## src/rtl/core/jmos_pkg.sv

```systemverilog
// Package for the JPEG marker offset scanner: beat payload types, marker
// codes, configuration register indexes and the scan phase encoding.
// No dependencies.
package jmos_pkg;

	localparam int OUT_W = 24;
	localparam int CFG_IDX_W = 1;
	localparam int CFG_DATA_W = 1;

	// Marker codes seen after a 0xFF byte.
	localparam logic [7:0] MK_FF   = 8'hFF;
	localparam logic [7:0] MK_STUFF = 8'h00;
	localparam logic [7:0] MK_DHT  = 8'hC4;
	localparam logic [7:0] MK_DQT  = 8'hDB;
	localparam logic [7:0] MK_SOF0 = 8'hC0;
	localparam logic [7:0] MK_SOS  = 8'hDA;
	localparam logic [7:0] MK_EOI  = 8'hD9;
	localparam logic [7:0] MK_SOI  = 8'hD8;
	localparam logic [7:0] MK_APP1 = 8'hE1;

	// Configuration register indexes.
	localparam logic [CFG_IDX_W-1:0] CFG_RAW_LENGTH  = 1'd0;
	localparam logic [CFG_IDX_W-1:0] CFG_REPORT_NEXT = 1'd1;

	typedef enum logic [5:0] {
		PH_HUNT  = 6'b000001,
		PH_FILL  = 6'b000010,
		PH_LENHI = 6'b000100,
		PH_LENLO = 6'b001000,
		PH_SKIP  = 6'b010000,
		PH_DONE  = 6'b100000
	} phase_t;

	typedef struct packed {
		logic [7:0] data_byte;
		logic       last_byte;
	} in_beat_t;

	typedef struct packed {
		logic [OUT_W-1:0] field_length;
		logic [OUT_W-1:0] next_field_offset;
		logic [OUT_W-1:0] quant_table_offset;
		logic [OUT_W-1:0] huffman_table_offset;
		logic [OUT_W-1:0] frame_header_offset;
		logic [OUT_W-1:0] scan_header_offset;
		logic [OUT_W-1:0] entropy_data_offset;
		logic [OUT_W-1:0] app1_payload_offset;
	} out_beat_t;

endpackage

```

## src/rtl/core/jmos_stream_if.sv

```systemverilog
// Valid/ready stream interface used for the byte input and the header output.
// The payload type is a parameter; the scanner uses the beat types of jmos_pkg.
interface jmos_stream_if #(
	parameter type T = logic
);
	logic valid;
	logic ready;
	T     data;

	modport source (output valid, output data, input ready);
	modport sink (input valid, input data, output ready);
endinterface

```

## src/rtl/core/jpeg_marker_offset_scanner_top.sv

```systemverilog
// Top level of the JPEG marker offset scanner.
// Depends on jmos_pkg and jmos_stream_if.
//
// Usage: the bytes of one compressed JPEG field arrive on byte_in, one byte
// per beat, with last_byte set on the final byte. The scanner follows the
// marker structure (fill bytes, stuffed zeros, segment lengths and skips) and
// records where the DQT, DHT, SOF0, SOS and APP1 segments sit. On the beat
// that carries last_byte it loads one header beat onto hdr_out with the field
// size, the next field offset and the recorded offsets, then starts over.
// Throughput is one byte per cycle: every byte is folded into the scan state
// by a single pass of logic between the state registers and the output
// register. The header beat is valid in the cycle after the last byte.
// The output register is the only buffer between the two sides: while a header
// beat is held and hdr_out.ready is low, byte_in.ready is low, so a stalled
// receiver stalls the byte stream; otherwise bytes are taken back to back.
// Reset clears the scan state, the recorded offsets and both configuration
// bits; no header beat is pending after reset.
// The configuration port (cfg_we, cfg_index, cfg_data) writes raw_length_mode
// (index 0) and report_next_offset (index 1); a write acts from the next byte.
module jpeg_marker_offset_scanner_top #(
	parameter int POS_WIDTH = 24
) (
	input  logic                             clk,
	input  logic                             arst_n,
	input  logic                             cfg_we,
	input  logic [jmos_pkg::CFG_IDX_W-1:0]  cfg_index,
	input  logic [jmos_pkg::CFG_DATA_W-1:0] cfg_data,
	jmos_stream_if.sink                      byte_in,
	jmos_stream_if.source                    hdr_out
);

	localparam int EXT_W = (POS_WIDTH > jmos_pkg::OUT_W) ? POS_WIDTH : jmos_pkg::OUT_W;

	// Positions are kept at POS_WIDTH bits and reported on 24 bits.
	function automatic logic [jmos_pkg::OUT_W-1:0] to_out(input logic [POS_WIDTH-1:0] v);
		logic [EXT_W-1:0] e;
		e = EXT_W'(v);
		return e[jmos_pkg::OUT_W-1:0];
	endfunction

	// Configuration bits.
	logic raw_mode_q;
	logic report_next_q;

	// Scan state.
	jmos_pkg::phase_t     phase_q, phase_d;
	logic [POS_WIDTH-1:0] pos_q;
	logic [POS_WIDTH-1:0] mark_pos_q, mark_pos_d;
	logic                 is_sos_q, is_sos_d;
	logic                 is_app1_q, is_app1_d;
	logic [7:0]           len_hi_q, len_hi_d;
	logic [15:0]          skip_q, skip_d;

	// Recorded offsets.
	logic [POS_WIDTH-1:0] quant_q, quant_d;
	logic [POS_WIDTH-1:0] huff_q, huff_d;
	logic [POS_WIDTH-1:0] frame_q, frame_d;
	logic [POS_WIDTH-1:0] scan_q, scan_d;
	logic [POS_WIDTH-1:0] data_q, data_d;
	logic [POS_WIDTH-1:0] app1_q, app1_d;

	// Output register.
	logic                 out_valid_q;
	jmos_pkg::out_beat_t  out_data_q;

	logic                 accept;
	logic [7:0]           b;
	logic                 last;
	logic [POS_WIDTH-1:0] pos_next;
	logic [POS_WIDTH-1:0] ff_pos;
	logic [POS_WIDTH-1:0] data_bias;
	logic [15:0]          seg_len;

	assign byte_in.ready = !out_valid_q || hdr_out.ready;
	assign accept        = byte_in.valid && byte_in.ready;
	assign b             = byte_in.data.data_byte;
	assign last          = byte_in.data.last_byte;
	assign pos_next      = pos_q + POS_WIDTH'(1);
	assign ff_pos        = pos_q - POS_WIDTH'(1);
	assign data_bias     = raw_mode_q ? POS_WIDTH'(3) : POS_WIDTH'(1);
	assign seg_len       = {len_hi_q, b};

	// One pass of the scan for the byte on byte_in.
	always_comb begin
		phase_d   = phase_q;
		mark_pos_d = mark_pos_q;
		is_sos_d  = is_sos_q;
		is_app1_d = is_app1_q;
		len_hi_d  = len_hi_q;
		skip_d    = skip_q;
		quant_d   = quant_q;
		huff_d    = huff_q;
		frame_d   = frame_q;
		scan_d    = scan_q;
		data_d    = data_q;
		app1_d    = app1_q;
		unique case (phase_q)
			jmos_pkg::PH_HUNT: begin
				if (b == jmos_pkg::MK_FF) begin
					phase_d = jmos_pkg::PH_FILL;
				end
			end
			jmos_pkg::PH_FILL: begin
				if (b == jmos_pkg::MK_STUFF) begin
					phase_d = jmos_pkg::PH_HUNT;
				end else if (b != jmos_pkg::MK_FF) begin
					mark_pos_d = pos_q;
					is_sos_d   = (b == jmos_pkg::MK_SOS);
					is_app1_d  = (b == jmos_pkg::MK_APP1);
					case (b)
						jmos_pkg::MK_DHT: begin
							huff_d  = ff_pos;
							phase_d = jmos_pkg::PH_LENHI;
						end
						jmos_pkg::MK_DQT: begin
							quant_d = ff_pos;
							phase_d = jmos_pkg::PH_LENHI;
						end
						jmos_pkg::MK_SOF0: begin
							frame_d = ff_pos;
							phase_d = jmos_pkg::PH_LENHI;
						end
						jmos_pkg::MK_SOS: begin
							scan_d  = ff_pos;
							data_d  = pos_q + data_bias;
							phase_d = jmos_pkg::PH_LENHI;
						end
						jmos_pkg::MK_APP1: begin
							app1_d  = pos_q + POS_WIDTH'(3);
							phase_d = jmos_pkg::PH_LENHI;
						end
						jmos_pkg::MK_EOI: begin
							phase_d = jmos_pkg::PH_DONE;
						end
						default: begin
							// SOI and unlisted markers carry no segment here.
							phase_d = jmos_pkg::PH_HUNT;
						end
					endcase
				end
			end
			jmos_pkg::PH_LENHI: begin
				len_hi_d = b;
				phase_d  = jmos_pkg::PH_LENLO;
			end
			jmos_pkg::PH_LENLO: begin
				if (is_sos_q) begin
					data_d  = mark_pos_q + POS_WIDTH'(seg_len) + data_bias;
					phase_d = jmos_pkg::PH_DONE;
				end else begin
					if (!is_app1_q && raw_mode_q) begin
						skip_d = seg_len;
					end else if (seg_len >= 16'd2) begin
						skip_d = seg_len - 16'd2;
					end else begin
						skip_d = '0;
					end
					phase_d = (skip_d != '0) ? jmos_pkg::PH_SKIP : jmos_pkg::PH_HUNT;
				end
			end
			jmos_pkg::PH_SKIP: begin
				// The count is never zero in this phase.
				skip_d = skip_q - 16'd1;
				if (skip_q == 16'd1) begin
					phase_d = jmos_pkg::PH_HUNT;
				end
			end
			jmos_pkg::PH_DONE: begin
				// Scan ended: bytes are counted until the last one.
			end
			default: begin
				phase_d = jmos_pkg::PH_HUNT;
			end
		endcase
	end

	always_ff @(posedge clk or negedge arst_n) begin
		if (!arst_n) begin
			raw_mode_q    <= 1'b0;
			report_next_q <= 1'b0;
		end else if (cfg_we) begin
			unique case (cfg_index)
				jmos_pkg::CFG_RAW_LENGTH:  raw_mode_q    <= cfg_data[0];
				jmos_pkg::CFG_REPORT_NEXT: report_next_q <= cfg_data[0];
				default: begin
				end
			endcase
		end
	end

	always_ff @(posedge clk or negedge arst_n) begin
		if (!arst_n) begin
			phase_q    <= jmos_pkg::PH_HUNT;
			pos_q      <= '0;
			mark_pos_q <= '0;
			is_sos_q   <= 1'b0;
			is_app1_q  <= 1'b0;
			len_hi_q   <= '0;
			skip_q     <= '0;
			quant_q    <= '0;
			huff_q     <= '0;
			frame_q    <= '0;
			scan_q     <= '0;
			data_q     <= '0;
			app1_q     <= '0;
		end else if (accept) begin
			if (last) begin
				// The field is closed: start the next one from a clean state.
				phase_q    <= jmos_pkg::PH_HUNT;
				pos_q      <= '0;
				mark_pos_q <= '0;
				is_sos_q   <= 1'b0;
				is_app1_q  <= 1'b0;
				len_hi_q   <= '0;
				skip_q     <= '0;
				quant_q    <= '0;
				huff_q     <= '0;
				frame_q    <= '0;
				scan_q     <= '0;
				data_q     <= '0;
				app1_q     <= '0;
			end else begin
				phase_q    <= phase_d;
				pos_q      <= pos_next;
				mark_pos_q <= mark_pos_d;
				is_sos_q   <= is_sos_d;
				is_app1_q  <= is_app1_d;
				len_hi_q   <= len_hi_d;
				skip_q     <= skip_d;
				quant_q    <= quant_d;
				huff_q     <= huff_d;
				frame_q    <= frame_d;
				scan_q     <= scan_d;
				data_q     <= data_d;
				app1_q     <= app1_d;
			end
		end
	end

	// Header beat register: loaded by the last byte, released by hdr_out.ready.
	always_ff @(posedge clk or negedge arst_n) begin
		if (!arst_n) begin
			out_valid_q <= 1'b0;
		end else if (accept && last) begin
			out_valid_q <= 1'b1;
		end else if (hdr_out.ready) begin
			out_valid_q <= 1'b0;
		end
	end

	always_ff @(posedge clk) begin
		if (accept && last) begin
			out_data_q.field_length         <= to_out(pos_next);
			out_data_q.next_field_offset    <= report_next_q ? to_out(pos_next) : '0;
			out_data_q.quant_table_offset   <= to_out(quant_d);
			out_data_q.huffman_table_offset <= to_out(huff_d);
			out_data_q.frame_header_offset  <= to_out(frame_d);
			out_data_q.scan_header_offset   <= to_out(scan_d);
			out_data_q.entropy_data_offset  <= to_out(data_d);
			out_data_q.app1_payload_offset  <= to_out(app1_d);
		end
	end

	assign hdr_out.valid = out_valid_q;
	assign hdr_out.data  = out_data_q;

	// A byte is never taken while a header beat is held up downstream.
	a_no_accept_when_blocked: assert property (@(posedge clk) disable iff (!arst_n)
		!(accept && out_valid_q && !hdr_out.ready))
		else $error("byte accepted while header beat is stalled");

	// The last byte produces a header beat and restarts the position count.
	a_last_closes_field: assert property (@(posedge clk) disable iff (!arst_n)
		(accept && last) |=> (hdr_out.valid && pos_q == '0 && phase_q == jmos_pkg::PH_HUNT))
		else $error("last byte did not close the field");

	// A segment skip always has bytes left to consume.
	a_skip_nonzero: assert property (@(posedge clk) disable iff (!arst_n)
		(phase_q == jmos_pkg::PH_SKIP) |-> (skip_q != '0))
		else $error("skip phase with zero count");

	// The SOS length ends the scan.
	a_sos_ends_scan: assert property (@(posedge clk) disable iff (!arst_n)
		(accept && !last && phase_q == jmos_pkg::PH_LENLO && is_sos_q)
		|=> (phase_q == jmos_pkg::PH_DONE))
		else $error("SOS length did not end the scan");

endmodule

```

## src/flat_wrapper.sv

```systemverilog
// flat-port wrapper written by rule: the top's interface ports become plain ports
module jpeg_marker_offset_scanner_top_flat 
#(
	parameter int POS_WIDTH = 24
)
  (clk, arst_n, cfg_we, cfg_index, cfg_data, byte_in_valid, byte_in_data, byte_in_ready, hdr_out_valid, hdr_out_data, hdr_out_ready);
  jmos_stream_if #(.T(jmos_pkg::in_beat_t)) byte_in_i ();
  jmos_stream_if #(.T(jmos_pkg::out_beat_t)) hdr_out_i ();
  input  logic clk;
  input  logic arst_n;
  input  logic cfg_we;
  input  logic [jmos_pkg::CFG_IDX_W-1:0] cfg_index;
  input  logic [jmos_pkg::CFG_DATA_W-1:0] cfg_data;
  input wire logic [$bits(byte_in_i.valid)-1:0] byte_in_valid;
  input wire logic [$bits(byte_in_i.data)-1:0] byte_in_data;
  output wire logic [$bits(byte_in_i.ready)-1:0] byte_in_ready;
  output wire logic [$bits(hdr_out_i.valid)-1:0] hdr_out_valid;
  output wire logic [$bits(hdr_out_i.data)-1:0] hdr_out_data;
  input wire logic [$bits(hdr_out_i.ready)-1:0] hdr_out_ready;
  assign byte_in_i.valid = byte_in_valid;
  assign byte_in_i.data = byte_in_data;
  assign byte_in_ready = byte_in_i.ready;
  assign hdr_out_valid = hdr_out_i.valid;
  assign hdr_out_data = hdr_out_i.data;
  assign hdr_out_i.ready = hdr_out_ready;
  jpeg_marker_offset_scanner_top #(.POS_WIDTH(POS_WIDTH)) u_core (.clk(clk), .arst_n(arst_n), .cfg_we(cfg_we), .cfg_index(cfg_index), .cfg_data(cfg_data), .byte_in(byte_in_i), .hdr_out(hdr_out_i));
endmodule
```

## config.mk

```make
export PLATFORM = sky130hd
export DESIGN_NAME = jpeg_marker_offset_scanner_top_flat
export DESIGN_NICKNAME = d
export VERILOG_FILES = /design/src/rtl/core/jmos_pkg.sv /design/src/rtl/core/jmos_stream_if.sv /design/src/rtl/core/jpeg_marker_offset_scanner_top.sv /design/src/flat_wrapper.sv
export SDC_FILE = /design/constraint.sdc
export NUM_CORES = 1
export LEC_CHECK = 0
export BUFFER_PORTS_ARGS = -buffer_cell sky130_fd_sc_hd__buf_2
export CORE_AREA = 5 5 299 184
export DETAILED_ROUTE_END_ITERATION = 10
export DIE_AREA = 0 0 304 189
export SKIP_LAST_GASP = 1
export SYNTH_ARGS = -nofsm -noshare
export SYNTH_HDL_FRONTEND = slang
export SYNTH_SLANG_ARGS = --single-unit
```

## constraint.sdc

```tcl
create_clock -name clk -period 7.8 [get_ports clk]
set_clock_uncertainty 0.2 [all_clocks]
set_input_delay 1.56 -clock clk [delete_from_list [all_inputs] [get_ports clk]]
set_output_delay 1.56 -clock clk [all_outputs]
set_load 0.03 [all_outputs]
```

Word-level counts from Yosys, hierarchy flattened
Index checks and enable logic that the tools add are counted.

Add/subtract/negate cells: 8. Order comparisons: 1. Equal/unequal tests: 21. Muxes and demuxes: 65. Bitwise logic cells: 1. Reduce and logical (&&, ||, !) cells: 20.

Operators by type and width (number): 24-bit two-way mux (35); 16-bit two-way mux (6); 8-bit == test, second input constant (7); 24-bit adder (2); 24-bit case mux with 2 select lines (1); 6-bit two-way mux (6); 6-bit case mux with 6 select lines (1); 16-bit case mux with 2 select lines (1); 24-bit by 1-bit adder with 24-bit output, second input constant (1); 24-bit by 16-bit adder with 24-bit output (1); 24-bit by 2-bit adder with 24-bit output, second input constant (1); 24-bit by 1-bit subtractor with 24-bit output, second input constant (1); 16-bit by 1-bit == test with 1-bit output, second input constant (1); 16-bit by 2-bit greater-or-equal comparator with 1-bit output, second input constant (1); 8-bit two-way mux (2); 16-bit nonzero test (1); 16-bit by 1-bit subtractor with 16-bit output, second input constant (1); 16-bit by 2-bit subtractor with 16-bit output, second input constant (1); 6-bit case mux with 2 select lines (1); 1-bit two-way mux (10); 8-bit logical NOT (1); 8-bit inequality test, second input constant (1); 2-bit nonzero test (4); 6-bit by 1-bit == test with 1-bit output, second input constant (1); 21 further kinds (28).

Register bits after elaboration: 419. Input port bits: 16. Logic and storage cells: 140.

Depth between registers and ports, before layout
Gate-level depths: netlist of the first run.

Depth in word-level cells: 10. Depth in mapped cells: 13. Mapped depth without buffers: 12.

Least setup slack after synthesis of the first run
OpenSTA, ideal clock, no wires.

Path kind: input port to flip-flop. Start: in hdr_out_ready. End: reg u_core.out_data_q (netlist bit u_core.hdr_out.data[0]), enable pin. Setup time: 543 ps. Arrival: 6234 ps. Required time: 7057 ps. Slack: 823 ps. Stages: 5. Path through: nand2b_1 -> and2_1 -> clkbuf_1 -> nand2_1 -> inv_1.

Cells in the longest elaborated chain, start to end: 3.

RTL lines: start: declaration (RTL line flat_wrapper.sv:19) `input wire logic [$bits(hdr_out_i.ready)-1:0] hdr_out_ready;`; 1-bit logical OR (RTL line jpeg_marker_offset_scanner_top.sv:74) `assign byte_in.ready = !out_valid_q || hdr_out.ready;`; 1-bit logical AND (RTL line jpeg_marker_offset_scanner_top.sv:75) `assign accept = byte_in.valid && byte_in.ready;`; 1-bit logical AND (RTL line jpeg_marker_offset_scanner_top.sv:252) `if (accept && last) begin`; end: declaration (RTL line jpeg_marker_offset_scanner_top.sv:64) `jmos_pkg::out_beat_t out_data_q;`.

No other way between the ends. A chain may end at the register's enable or synchronous reset.

Worst setup path in the final report of the first run
Start: in byte_in_data[2]. End: reg u_core.data_q[23].

Cells in the longest elaborated chain, start to end: 6. Elaborated cells on any way between the ends: 11. Those cells by class: add/sub: 2; eq/ne: 2; mux: 6; reduce/logical: 1.

RTL lines: start: declaration (RTL line flat_wrapper.sv:15) `input wire logic [$bits(byte_in_i.data)-1:0] byte_in_data;`; branches (longest 4 deep; another with 24-bit by 16-bit adder with 24-bit output); 24-bit case mux with 2 select lines (*) (RTL line jpeg_marker_offset_scanner_top.sv:97) `unique case (phase_q)`; net u_core.data_d[23] (RTL line jpeg_marker_offset_scanner_top.sv:59) `logic [POS_WIDTH-1:0] data_q, data_d;`; 24-bit two-way mux (*) (RTL line jpeg_marker_offset_scanner_top.sv:207) `if (last) begin`; end signal: assignment (RTL line jpeg_marker_offset_scanner_top.sv:234) `data_q <= data_d;`; end: declaration (RTL line jpeg_marker_offset_scanner_top.sv:59).

Mark *: on every way through the listed nets, which the timed path passes.

==> metrics.cfg, run 1 <==
[global_route]
first_global_vias=15100
antenna_found_initial=0
grt_max_degree=138
grt_pass1_wl_um=96300
track_usage=0.213
grt_overflow=0

[worst_setup_path]
cp-end-kind=register
arrival_ns=5.00
ff2ff_setup_slack_ns=3.61
path_class=input port to register
cp_data_required_time_ns=8.08
reg2reg_depth=10
r2r_start=u_core.raw_mode_q$_DFFE_PN0P_
worstPathMaxFanout=13
critPathLaunchType=input port
r2r_end=u_core.data_q[23]$_DFFE_PN0P_
startpoint=byte_in_data[2]

[yosys]
synth_seq_cells=419
yosys.area_share.xor_xnor=0.0534
syn_area_um2=20500
ys_seq_area_frac=0.559
yosys.area_share.adder=0.0255
ys_warn_count=0
syn_inst=1910
synthFlopType=dfrtp_1
synth_top_family_by_area=compound AO/OA/AOI/OAI gates
async_reset_ff_frac=0.542
synthSimpleGateAreaFrac=0.134
avgSynthCellArea_um2=10.7
synth_fp_nets=1966
synthMuxAreaShare=0.00342
synth_compound_area_frac=0.188
synth_cell_types=88
synth-edff-count=192

[timing]
worst_pin_slew_ns=1.27
max_freq_mhz=212
drv_slew=0
slew_headroom=0.144
min_period_over_period=0.604
fin_crit_ns=4.71
finalSetupTns_ns=0
hold_viol_final=0
hold_slack_ns=0.281
rsz0062_at_grt=false
setup_viol=0

[status]
status=complete, no violations

[floorplanning]
num_rows=65
die-height_um=189
pin_count=210
die_x_um=304
initial_core_util=0.394
coreArea_um2=52000
dieArea_um2=57500

[finish]
drive_gt1_frac=0.168
layout.nets=2095
layout_common_cells=nand2_1 (266), dfrtp_1 (226), o21ai_0 (224)
final_cell_area_um2=23400
final_common_cell=nand2_1
syn_to_final_growth_pct=14.0

[clock_tree]
cts-resized-gates=0
clock_path_buffers=3
clk_pin_slew_ns=0.07
htree_levels=2
insertion_delay_ns=0.55
cts_root_buf=clkbuf_16
cts_buffers=42
postCtsSetupRepairBufs=0
ctsHoldBuffers=0
cts_sinks=419
cts_tree=done

[detailed_routing]
dr.pass1.iters=6
drc_errors=0
post_drt_wl_per_cell_um=22.8
ant_nets=0
via_count=16000
drt-total-wl_um=63200
post_drt_via_cell_ratio=5.77
drt_iter0_markers=1765

[power]
pwr-share-clk=0.398
switchingPower_mw=1.44
p_leak_nw=9.68
p_total_mw=5.21
combPwrFrac=0.130
power_frac_seq=0.472
ir_drop_mv=0.174
intPower_mw=3.77
power_density_nw_per_um2=223
p_sw_frac=0.276

[place]
gp_congestion=0.914
io_buffers=209
hpwl_um=44100
dpl_cell_area_um2=22000

[min_path]
hp-start=u_core.scan_q[19]$_DFFE_PN0P_
hp-class=register to register
min_to=u_core.scan_q[19]$_DFFE_PN0P_
whs_path_depth=2

[flow_run]
maxCapViolations=0

cell families (layout without fill, tap and decap cells):
kind of cell	Yosys count	in the layout
muxes	6	6
adders and majority gates	40	40
AOI/OAI and AO/OA	577	577
DFF	419	419
buffers and inverters	174	336
other	0	2
and+or+nand+nor	569	569
xor gates and xnor gates	125	125
state kept, by name (all words and copies together), names as in the netlist:
register              flops
u_core.huff_q            24
u_core.phase_q            6
u_core.scan_q            24
u_core.mark_pos_q        24
u_core.frame_q           24
u_core.data_q            24
u_core.quant_q           24
u_core.hdr_out.data     192
u_core.report_next_q      1
u_core.hdr_out.valid      1
u_core.pos_q             24
u_core.len_hi_q           8
u_core.raw_mode_q         1
u_core.app1_q            24
u_core.skip_q            16
u_core.is_sos_q           1
u_core.is_app1_q          1
per-stage QoR:
step,util,cells,setup slack [ns]
floorplan,-,1910,0.823
global placement,0.423,2698,2.71
detailed placement,0.423,2698,2.66
CTS,0.449,2775,3.21
global route,0.449,2775,2.98
finish,0.449,2777,3.09
cell usage after synthesis (29+ instances only):
cell type	n	area, um^2
nor2_1	85	319
o21ai_0	225	1130
xnor2_1	70	613
nand3_1	40	200
xor2_1	55	482
edfxtp_1	192	5770
a21boi_0	37	278
o21ai_1	40	200
inv_1	29	109
ha_1	37	463
dfrtp_1	226	5660
nand2_1	267	1000
a21oi_1	31	155
a22o_1	116	1020
clkbuf_1	99	372
how the worst max path moves through the flow:
| stage | endpoint | slack, ns | cells after the start |
|---|---|---|---|
| floorplan | u_core.hdr_out.data[0]$_DFFE_PP_ | 0.82 | 5 |
| finish | u_core.data_q[23]$_DFFE_PN0P_ | 3.09 | 11 |
| global route | u_core.data_q[23]$_DFFE_PN0P_ | 2.98 | 11 |
| detailed placement | u_core.data_q[23]$_DFFE_PN0P_ | 2.66 | 11 |
| global placement | u_core.data_q[23]$_DFFE_PN0P_ | 2.71 | 11 |
| CTS | u_core.data_q[23]$_DFFE_PN0P_ | 3.21 | 11 |
critical path: stages:
cell,delay (ns)
buf_2,0.18
fa_1,0.49
ha_1,0.24
fa_1,0.47
a21o_1,0.21
a311oi_1,0.51
a21oi_1,0.25
o31ai_4,0.38
nor2_1,0.10
o41ai_2,0.42
a22o_1,0.18
final cells by class:
cell class	count	area, um^2
Fill cell	4841	28600
Sequential cell	419	11400
Multi-Input combinational cell	1317	8300
Timing Repair Buffer	230	1230
Clock buffer	58	1170
Tap cell	703	880
Clock inverter	19	205
Inverter	29	116
Antenna cell	2	5.00
power by group through the flow:
stage | sequential, mW | clock [mW] | combinational (mW)
2_1_floorplan | 2.58 | 0 | 0.336
3_3_place_gp | 2.50 | 0 | 0.667
3_5_place_dp | 2.50 | 0 | 0.675
4_1_cts | 2.46 | 2.12 | 0.678
5_1_grt | 2.47 | 2.22 | 0.735
6_report | 2.46 | 2.07 | 0.677
per-layer routing:
layer / global-route usage / wire length [um]
met2: 0.288 / 25000
met3: 0.0498 / 5830
met5: 0 / 0
met1: 0.347 / 31400
met4: 0.0340 / 949
(Power assumes the default switching activity.)
==> run 2: changes to the inputs <==
- ABC_AREA: default -> 1
- CORE_AREA: 5 5 299 184 -> 5 5 302 186
- DIE_AREA: 0 0 304 189 -> 0 0 307 191
- clock period: 7.8 -> 3.9 ns (I/O delays scaled with it)
==> metrics.cfg, run 2 <==
[clock_tree]
insertion_delay_ns=0.56
htree_levels=2
cts_sinks=419
cts-resized-gates=0
clk_pin_slew_ns=0.07
postCtsSetupRepairBufs=0
ctsHoldBuffers=0
clock_path_buffers=3
cts_root_buf=clkbuf_16
cts_buffers=43
cts_tree=done

[worst_setup_path]
cp_data_required_time_ns=4.01
reg2reg_depth=10
cp-end-kind=register
path_class=register to register
r2r_end=u_core.hdr_out.data[134]$_DFFE_PP_
crit_buf_inv=2
r2r_start=u_core.pos_q[0]$_DFFE_PN0P_
slowest_delay_ns=0.55
critPathLaunchType=register
ff2ff_setup_slack_ns=0.66
cpMaxStageDelayCell=xor2_1
crit_chain=inv_2 -> ha_1 -> nand3_2 -> nor2_2 -> nand4_1 -> nor2_1 -> xor2_1 -> nand2_1 -> o21ai_0 -> inv_1
worstPathMaxFanout=13
cpLargestDelayFamily=simple AND/OR/NAND/NOR gates
arrival_ns=3.35

[detailed_routing]
post_drt_wl_per_cell_um=21.0
post_drt_via_cell_ratio=5.23
drt-total-wl_um=69900
via_count=17400
ant_nets=0
drt_iter0_markers=2025
drc_errors=0
dr.pass1.iters=5

[timing]
setup_viol=0
drv_slew=0
rsz0062_at_grt=false
hold_viol_final=6
fin_crit_ns=3.24
max_freq_mhz=308
slew_headroom=0.417
min_period_over_period=0.831
worst_pin_slew_ns=0.868
timing.final.ws_setup_ns=0.658
hold_slack_ns=-0.0317

[floorplanning]
dieArea_um2=58600
num_rows=66
die-height_um=191
pin_count=210
die_x_um=307
coreArea_um2=53300
initial_core_util=0.393

[yosys]
yosysMostFrequentCell=nand2_1
ys_warn_count=0
avgSynthCellArea_um2=8.84
synth_cell_types=56
synth-edff-count=192
ys_seq_area_frac=0.547
async_reset_ff_frac=0.542
synth_seq_cells=419
ys_top_cells_by_area=edfxtp_1 (28%), dfrtp_1 (27%), nand2_1 (10%), inv_1 (5.8%), o21ai_0 (4.7%)
syn_area_um2=20900
synth_top_cell_area_share=0.275
yosys.area.top_type=edfxtp_1
syn_inst=2370
synth_fp_nets=2426
synthFlopType=dfrtp_1
netlist_top_cells_count=nand2_1 (568), inv_1 (326), dfrtp_1 (226)

[status]
violations=hold timing
status=finished with violations

[power]
p_leak_nw=11.8
ir_drop_mv=0.311
power_density_nw_per_um2=428

[global_route]
antenna_found_initial=0
grt_pass1_wl_um=104000
track_usage=0.233
grt_max_degree=100
grt_overflow=0
first_global_vias=16700

[place]
place_ws_ns=0.361
dp.cells=3242
io_buffers=209
hpwl_um=51600
gp_congestion=0.938

[flow_run]
maxCapViolations=0

[finish]
layout.nets=2629
syn_to_final_growth_pct=16.3
diodes=0
largest_reg_flops=192
final_common_cell=nand2_1
layout_common_cells=nand2_1 (566), inv_1 (323), dfrtp_1 (226)
final_cells=3321
drive_gt1_frac=0.157
nFillCells=5250

[min_path]
hp-class=input port to asynchronous set/reset pin

run 2: changes by cell type in the layout (fill, tap and decap cells not counted), moves of 36 or more:
cell,change
o22ai_1,+90
o21ai_0,-44
nand2_1,+300
xnor2_1,-65
inv_1,+295
a22o_1,-100
nor2_1,+117
a21boi_0,-36
nand3_1,+61
run 2: layer usage:
layer / routed length [um] / vias to the layer above / global-route usage
li1: - / 8186 / -
met1: 35200 / 8445 / 0.379
met2: 26900 / 651 / 0.311
met3: 6430 / 94 / 0.0553
met4: 1360 / 0 / 0.0478
met5: 0 / - / 0
run 2: worst max path at each step:
stage,start,end,slack (ns),depth (start not counted)
6_report,u_core.pos_q[0]$_DFFE_PN0P_,u_core.hdr_out.data[134]$_DFFE_PP_,0.66,10
5_1_grt,u_core.pos_q[0]$_DFFE_PN0P_,u_core.hdr_out.data[134]$_DFFE_PP_,0.44,10
4_1_cts,u_core.raw_mode_q$_DFFE_PN0P_,u_core.data_q[9]$_DFFE_PN0P_,0.68,14
3_5_place_dp,byte_in_data[2],u_core.hdr_out.data[37]$_DFFE_PP_,0.36,13
3_3_place_gp,byte_in_data[2],u_core.hdr_out.data[37]$_DFFE_PP_,0.33,13
2_1_floorplan,hdr_out_ready,u_core.mark_pos_q[16]$_DFFE_PN0P_,-0.94,10
run 2: cells by family (layout without fill, tap and decap cells):
group | Yosys count | in the layout | synth area share
adder cells (fa/ha/maj) | 40 | 40 | 0.0250
XOR/XNOR | 76 | 76 | 0.0321
AO/OA/AOI/OAI | 439 | 439 | 0.121
AND/OR/NAND/NOR | 956 | 956 | 0.192
buffers and inverters | 440 | 677 | 0.0833
flip-flops | 419 | 419 | 0.547
run 2: cell type report:
cell class | count | area [um^2] | area share
Tap cell | 714 | 893 | 0.0367
Timing Repair Buffer | 248 | 1440 | 0.0590
Multi-Input combinational cell | 1511 | 7790 | 0.320
Sequential cell | 419 | 11400 | 0.470
Inverter | 350 | 1330 | 0.0548
Clock inverter | 25 | 287 | 0.0118
Clock buffer | 54 | 1160 | 0.0475
run 2: stage by stage:
stage | TNS [ns] | hold slack, ns | power (mW) | instance area (um^2) | util
after floorplan | -125.65 | 0.245 | 5.62 | 21000 | -
after global placement | 0 | 0.259 | 6.21 | 22900 | 0.430
after detailed placement | 0 | 0.265 | 6.22 | 22900 | 0.430
after CTS | 0 | 0.00973 | 10.5 | 24300 | 0.457
after global routing | 0 | 0.00951 | 10.8 | 24300 | 0.457
final | 0 | -0.0317 | 10.4 | 24300 | 0.457
run 2: power by group:
part	switching (mW)	leakage, nW	internal [mW]
combinational	1.06	6.07	0.293
sequential	0.0601	5.01	4.72
clock	1.84	0.701	2.46
total	2.96	11.8	7.47
